[src/sv/rcit_pkg.sv]
package rcit_pkg;

  // Input commands
  localparam logic [2:0] CMD_TICK   = 3'd0;
  localparam logic [2:0] CMD_START  = 3'd1;
  localparam logic [2:0] CMD_PAUSE  = 3'd2;
  localparam logic [2:0] CMD_STOP   = 3'd3;
  localparam logic [2:0] CMD_REWIND = 3'd4;

  // Configuration register indexes
  localparam logic [1:0] REG_INTERVAL = 2'd0;
  localparam logic [1:0] REG_LOOPS    = 2'd1;
  localparam logic [1:0] REG_TAG      = 2'd2;

  // Result kinds
  localparam logic KIND_FIRE = 1'b0;
  localparam logic KIND_STOP = 1'b1;

  localparam int unsigned INTERVAL_W = 32;
  localparam int unsigned LOOPS_W    = 17;
  localparam int unsigned TAG_W      = 8;
  localparam int unsigned ACC_W      = 33;
  localparam int unsigned DIFF_W     = 34;

  typedef enum logic [4:0] {
    ST_IDLE = 5'b00001,
    ST_CMP  = 5'b00010,
    ST_LOOP = 5'b00100,
    ST_ZERO = 5'b01000,
    ST_STOP = 5'b10000
  } state_e;

endpackage

[src/sv/repeat_count_interval_timer.sv]
// Sequence: a tick has an accept cycle in idle and then a compare state, then gives each result
//   (fire or stop) in turn, held by any output stall; a tick that fires nothing spends the
//   loop or zero state finding that out. Start, pause, stop, rewind and idle ticks finish in
//   the accept cycle. No new command is taken until a tick is done, and while the output
//   is free the shared 34-bit subtractor walks the accumulator down one interval per cycle.
// Reset: asynchronous, active low; timer stopped, accumulator, loops and registers zero.
module repeat_count_interval_timer
  import rcit_pkg::*;
#(
  parameter int unsigned MAX_FIRES = 63
) (
  input  logic                  clk_i,
  input  logic                  rst_ni,
  // configuration
  input  logic                  cfg_we_i,
  input  logic [1:0]            cfg_index_i,
  input  logic [INTERVAL_W-1:0] cfg_wdata_i,
  // command beats
  input  logic                  in_valid_i,
  output logic                  in_stall_o,
  input  logic [2:0]            command_i,
  input  logic [INTERVAL_W-1:0] elapsed_us_i,
  // result beats
  output logic                  out_valid_o,
  input  logic                  out_stall_i,
  output logic                  kind_o,
  output logic [TAG_W-1:0]      tag_o,
  output logic                  last_o
);

  localparam int unsigned CNT_W = $clog2(MAX_FIRES + 1);

  // Configuration registers
  logic [INTERVAL_W-1:0]    interval_q, interval_d;
  logic signed [LOOPS_W-1:0] loop_count_q, loop_count_d;
  logic [TAG_W-1:0]         tag_q, tag_d;

  // Timer state
  logic                      running_q, running_d;
  logic [ACC_W-1:0]          acc_q, acc_d;
  logic signed [LOOPS_W-1:0] loops_q, loops_d;

  // Sequencer
  state_e                    state_q, state_d;
  logic [DIFF_W-1:0]         diff_q, diff_d;    // accumulator minus interval
  logic [CNT_W-1:0]          fires_q, fires_d;

  // Output register
  logic                      out_valid_q, out_valid_d;
  logic                      kind_q, kind_d;
  logic [TAG_W-1:0]          otag_q, otag_d;
  logic                      last_q, last_d;

  logic                      in_accept;
  logic                      out_free;
  logic [DIFF_W-1:0]         sum;
  logic [ACC_W-1:0]          acc_sat;
  logic [DIFF_W-1:0]         interval_ext;
  logic [DIFF_W-1:0]         diff_next;
  logic                      loops_pos;
  logic signed [LOOPS_W-1:0] loops_next;
  logic                      more;

  assign in_stall_o   = (state_q != ST_IDLE);
  assign in_accept    = in_valid_i && !in_stall_o;
  assign out_free     = !out_valid_q || !out_stall_i;
  assign interval_ext = {2'b00, interval_q};
  assign sum          = {1'b0, acc_q} + {2'b00, elapsed_us_i};
  // Add elapsed time, saturate at the accumulator limit.
  assign acc_sat      = sum[DIFF_W-1] ? '1 : sum[ACC_W-1:0];
  // Shared subtractor: next remainder after taking one more interval.
  assign diff_next    = diff_q - interval_ext;
  assign loops_pos    = !loops_q[LOOPS_W-1] && (loops_q != '0);
  assign loops_next   = loops_pos ? loops_q - LOOPS_W'(1) : loops_q;
  // Another fire follows this one in the same tick.
  assign more         = ((fires_q + CNT_W'(1)) != CNT_W'(MAX_FIRES)) &&
                        (loops_next != '0) && !diff_next[DIFF_W-1];

  always_comb begin
    interval_d   = interval_q;
    loop_count_d = loop_count_q;
    tag_d        = tag_q;
    running_d    = running_q;
    acc_d        = acc_q;
    loops_d      = loops_q;
    state_d      = state_q;
    diff_d       = diff_q;
    fires_d      = fires_q;
    out_valid_d  = out_valid_q && out_stall_i;
    kind_d       = kind_q;
    otag_d       = otag_q;
    last_d       = last_q;

    // Register writes must arrive only while idle; the block itself does not enforce this.
    if (cfg_we_i) begin
      case (cfg_index_i)
        REG_INTERVAL: interval_d = cfg_wdata_i;
        REG_LOOPS: begin
          loop_count_d = cfg_wdata_i[LOOPS_W-1:0];
          loops_d      = cfg_wdata_i[LOOPS_W-1:0];
        end
        REG_TAG:      tag_d = cfg_wdata_i[TAG_W-1:0];
        default:      ;
      endcase
    end

    case (state_q)
      ST_IDLE: begin
        if (in_accept) begin
          case (command_i)
            CMD_TICK: begin
              if (running_q && (interval_q != '0)) begin
                // Load the saturated sum; the compare cycle takes the first interval off.
                acc_d   = acc_sat;
                diff_d  = {1'b0, acc_sat};
                fires_d = '0;
                state_d = ST_CMP;
              end
            end
            CMD_START: running_d = 1'b1;
            CMD_PAUSE: running_d = 1'b0;
            CMD_STOP: begin
              running_d = 1'b0;
              acc_d     = '0;
              loops_d   = loop_count_q;
            end
            CMD_REWIND: begin
              acc_d   = '0;
              loops_d = loop_count_q;
            end
            default: ;
          endcase
        end
      end
      ST_CMP: begin
        diff_d  = diff_next;
        state_d = (loops_q == '0) ? ST_ZERO : ST_LOOP;
      end
      ST_LOOP: begin
        if (diff_q[DIFF_W-1]) begin
          // Less than one interval held: nothing to fire.
          state_d = ST_IDLE;
        end else if (out_free) begin
          acc_d       = diff_q[ACC_W-1:0];
          diff_d      = diff_next;
          loops_d     = loops_next;
          fires_d     = fires_q + CNT_W'(1);
          out_valid_d = 1'b1;
          kind_d      = KIND_FIRE;
          otag_d      = tag_q;
          last_d      = !more;
          if (!more) begin
            state_d = ST_IDLE;
          end
        end
      end
      ST_ZERO: begin
        if (diff_q[DIFF_W-1]) begin
          state_d = ST_IDLE;
        end else if (out_free) begin
          out_valid_d = 1'b1;
          kind_d      = KIND_FIRE;
          otag_d      = tag_q;
          last_d      = 1'b0;
          state_d     = ST_STOP;
        end
      end
      ST_STOP: begin
        if (out_free) begin
          // Final fire delivered: stop and rewind.
          running_d   = 1'b0;
          acc_d       = '0;
          loops_d     = loop_count_q;
          out_valid_d = 1'b1;
          kind_d      = KIND_STOP;
          otag_d      = tag_q;
          last_d      = 1'b1;
          state_d     = ST_IDLE;
        end
      end
      default: state_d = ST_IDLE;
    endcase
  end

  always_ff @(posedge clk_i or negedge rst_ni) begin
    if (!rst_ni) begin
      interval_q   <= '0;
      loop_count_q <= '0;
      tag_q        <= '0;
      running_q    <= 1'b0;
      acc_q        <= '0;
      loops_q      <= '0;
      state_q      <= ST_IDLE;
      fires_q      <= '0;
      out_valid_q  <= 1'b0;
    end else begin
      interval_q   <= interval_d;
      loop_count_q <= loop_count_d;
      tag_q        <= tag_d;
      running_q    <= running_d;
      acc_q        <= acc_d;
      loops_q      <= loops_d;
      state_q      <= state_d;
      fires_q      <= fires_d;
      out_valid_q  <= out_valid_d;
    end
  end

  // Payload registers, no reset needed.
  always_ff @(posedge clk_i) begin
    diff_q <= diff_d;
    kind_q <= kind_d;
    otag_q <= otag_d;
    last_q <= last_d;
  end

  assign out_valid_o = out_valid_q;
  assign kind_o      = kind_q;
  assign tag_o       = otag_q;
  assign last_o      = last_q;

  // A stop result always closes its tick.
  a_stop_is_last: assert property (@(posedge clk_i) disable iff (!rst_ni)
    out_valid_o && (kind_o == KIND_STOP) |-> last_o)
    else $error("stop result without last");

  // Emitting the stop result leaves the timer stopped and rewound.
  a_stop_rewinds: assert property (@(posedge clk_i) disable iff (!rst_ni)
    (state_q == ST_STOP) && out_free |=> !running_q && (acc_q == '0))
    else $error("timer not rewound after stop");

  // Fires per tick never exceed the limit.
  a_fire_limit: assert property (@(posedge clk_i) disable iff (!rst_ni)
    fires_q <= CNT_W'(MAX_FIRES))
    else $error("fire limit exceeded");

  // No new command is taken while a tick is still being worked.
  a_busy_blocks: assert property (@(posedge clk_i) disable iff (!rst_ni)
    (state_q == ST_LOOP) || (state_q == ST_ZERO) || (state_q == ST_STOP) |-> !in_accept)
    else $error("command accepted while busy");

endmodule

[config.mk]
export PLATFORM = sky130hd
export DESIGN_NAME = repeat_count_interval_timer
export DESIGN_NICKNAME = d
export VERILOG_FILES = /design/src/sv/rcit_pkg.sv /design/src/sv/repeat_count_interval_timer.sv
export SDC_FILE = /design/constraint.sdc
export NUM_CORES = 1
export LEC_CHECK = 0
export ABC_AREA = 1
export BUFFER_PORTS_ARGS = -buffer_cell sky130_fd_sc_hd__buf_4
export CAP_MARGIN = 20
export CORE_UTILIZATION = 25
export CTS_BUF_LIST = sky130_fd_sc_hd__clkbuf_16
export CTS_CLUSTER_SIZE = 12
export DETAILED_ROUTE_END_ITERATION = 10
export SETUP_SLACK_MARGIN = 0.02
export SLEW_MARGIN = 10
export SYNTH_ARGS = -nofsm -noshare
export SYNTH_HDL_FRONTEND = slang
export SYNTH_SLANG_ARGS = --single-unit
[constraint.sdc]
create_clock -name clk_i -period 9.5 [get_ports clk_i]
set_input_delay 2.375 -clock clk_i [delete_from_list [all_inputs] [get_ports clk_i]]
set_output_delay 2.375 -clock clk_i [all_outputs]
set_load 0.02 [all_outputs]
==> results.yml <==
run_status:
  status: "finished, final reports clean"
cts:
  cts_hold_buf: 0
  clock_sinks: 164
  numCtsBuffers: 17
  cts_tree: "yes"
  post_cts_buffers: 0
  cts_max_path_buffers: 2
  cts_max_level: 4
  clock-root-buffer: "clkbuf_16"
  clock_latency_ns: 0.44
  clk_pin_slew_ns: 0.07
  cts_resized: 0
worst_hold_path:
  whs_endpoint: "tag_o[7]"
  worstHoldStart: "tag_q[7]"
  min_path_type: "reg2reg"
  worstHoldPathCells: 0
drt:
  drcViolationCount: 0
  vias: 11400
  drt-vias-per-instance: 4.85
  drt_iter0_drc: 926
  ant_nets: 0
  wirelength_mm: 37.5
  wl_per_cell_um: 16.0
  drt-pass1-iter-count: 5
worst_setup_path:
  r2r_start: "state_q[0]"
  cp_max_fo: 4
  crit_path_cell_trace: "buf_4 -> ha_1 -> inv_1 -> fa_1 -> inv_1 -> nand3_1 -> nand2_1 -> a21boi_0 -> o21ai_0 -> nand2_1 -> nand2_1 -> xnor2_1 -> nand2_1 -> nand2_1 -> o21ai_0"
  crit_top_cell: "nand2_1"
  crit_required_ns: 9.68
  r2r_end: "acc_q[30]"
  critPathKind: "in2reg"
  arrival_ns: 4.90
  critical-path-max-stage-delay_ns: 0.61
  worstSetupEndpointType: "flip-flop"
  reg2reg_slack_ns: 6.34
  slowest_stage: "o21ai_0"
  rr_worst_depth: 9
  cp-start-kind: "input pin"
synth:
  synth_commonest_cells: "nand2_1, nor2_1, a21oi_1"
  synth_edf_count: 44
  yosys.area.top_type: "dfrtp_1"
  synth.most_common_cell: "nand2_1"
  synth_area_per_cell_um2: 7.13
  synth_fp_nets: 1793
  synthArstFlopShare_pct: 73.2
  netlist_instances: 1649
  ys_seq_elements: 164
  yosys_warnings: 0
  synthFlopType: "dfrtp_1"
  synth_top_area_share_pct: 25.3
  synth_cell_types: 51
  ys_seq_area_share_pct: 36.8
  syn_area_mm2: 0.0118
  netlist_top_cells_area: "dfrtp_1, nand2_1, edfxtp_1, ha_1, a21oi_1"
placed_design:
  io_buffer_count: 85
  place_area_mm2: 0.0131
  dp_slack_ns: 4.40
  gp_congestion: 0.952
  dp_hpwl_mm: 29.6
timing:
  clock.fmax_mhz: 212
  hold_viol: 0
  fin_crit_ns: 4.72
  rsz0062_at_grt: "no"
  worst_slack_ns: 4.78
  timing.setup.tns_ns: 0
  worst_clock_skew_ns: 0.0142
  slew_viol_final: 0
  setup_viol: 0
  worstMarginPinSlew_ns: 0.918
  min_period_over_period_pct: 49.7
  max-slew-margin-rel_pct: 38.8
floorplan:
  initial_core_util_pct: 25.3
  rows: 79
  die_h_um: 219
  pin_count: 86
  die_area_mm2: 0.0479
  die_w_um: 219
  core_area_mm2: 0.0465
global_routing:
  overflow: 0
  grt_max_degree: 69
  grt_pass1_vias: 10700
  antenna_found_initial: 0
  grt_usage_pct: 15.7
  grt_pass1_wl_mm: 58.2
layout:
  syn2layout_area_growth_pct: 15.8
  fin_area_mm2: 0.0136
  fin_nets: 1868
  layout-drive-gt1-share_pct: 9.56
  antenna_cells: 0
pwr:
  power.static_leakage_nw: 6.40
  pwr-share-clk_pct: 15.3
  power_mw: 4.23
  sequentialPowerShare_pct: 27.9
  switching_share_pct: 49.0
  power.switching_mw: 2.07
  p_comb_share_pct: 56.8
  ir_drop_uv: 121
  p_int_mw: 2.16
  p_per_area_mw_per_mm2: 311
job:
  cap_violations: 0
[logic make-up after synthesis]
logic type | synth area share (%)
AND/OR/NAND/NOR | 27.7
AO/OA/AOI/OAI | 18.1
buffers and inverters | 6.55
flip-flops | 36.8
adder cells (fa/ha/maj) | 7.58
XOR/XNOR | 3.20
[through the flow]
step	util [%]	cells	hold WS, ns
floorplan	-	1649	0.425
global placement	28.1	2312	0.434
detailed placement	28.1	2312	0.432
CTS	29.3	2344	0.448
global route	29.3	2344	0.462
finish	29.3	2344	0.448
[sequential cells by signal, indices dropped and copies added, names as in the netlist]
| register | flops |
|---|---|
| state_q | 5 |
| fires_q | 6 |
| kind_o | 1 |
| tag_o | 8 |
| loops_q | 17 |
| tag_q | 8 |
| loop_count_q | 17 |
| running_q | 1 |
| diff_q | 34 |
| out_valid_o | 1 |
| last_o | 1 |
| interval_q | 32 |
| acc_q | 33 |
[placed cells by master (no fill, tap or decap), types with 6 or more instances in the layout]
cell type	instances
a21o_1	11
a21oi_1	164
a221oi_1	6
a22oi_1	10
a31oi_1	8
buf_4	92
clkbuf_16	17
dfrtp_1	119
edfxtp_1	44
ha_1	68
inv_1	156
nand2_1	451
nand2_2	6
nand3_1	68
nand4_1	11
nor2_1	184
nor2_2	10
nor3_1	18
nor4_1	16
o211ai_1	14
o21ai_0	143
or2_2	12
xnor2_1	22
xor2_1	21
[critical path: cells and delay by family]
family	cells	cell delay [ns]
buffers and inverters	3	0.28
XOR/XNOR	1	0.14
adder cells (fa/ha/maj)	2	0.61
AO/OA/AOI/OAI	3	0.86
AND/OR/NAND/NOR	6	0.62
[final cells by class]
type | instances | area, um^2
multi-input cells | 1286 | 6680
fillers | 5072 | 32800
clock inverters | 15 | 109
repair buffers | 92 | 691
flip-flops and latches | 164 | 4330
well taps | 607 | 759
inverters | 163 | 614
clock buffers | 17 | 425
[metal layers]
layer,routed length (um),global-route usage (%),up-vias
met5,0,0,-
met4,1140,5.83,0
met3,1440,1.64,58
met2,18600,27.5,305
met1,16400,19.7,5313
li1,-,-,5684
[power groups by stage]
stage                     clock (mW)  sequential [mW]  combinational, mW
after floorplan                    0             1.11               1.80
after global placement             0             1.19               2.35
after detailed placement           0             1.19               2.38
after CTS                      0.657             1.18               2.39
after global routing           0.684             1.20               2.71
final                          0.646             1.18               2.40
[worst max path at each step]
stage | slack, ns | start | depth (start not counted) | to
2_1_floorplan | 3.48 | command_i[0] | 6 | diff_q[0]
3_3_place_gp | 4.45 | out_stall_i | 12 | acc_q[18]
3_5_place_dp | 4.40 | elapsed_us_i[0] | 15 | diff_q[18]
4_1_cts | 4.86 | elapsed_us_i[0] | 15 | diff_q[18]
5_1_grt | 4.56 | elapsed_us_i[0] | 15 | diff_q[18]
6_report | 4.78 | elapsed_us_i[0] | 15 | diff_q[18]
No activity file was read; power rests on OpenSTA's default activity.
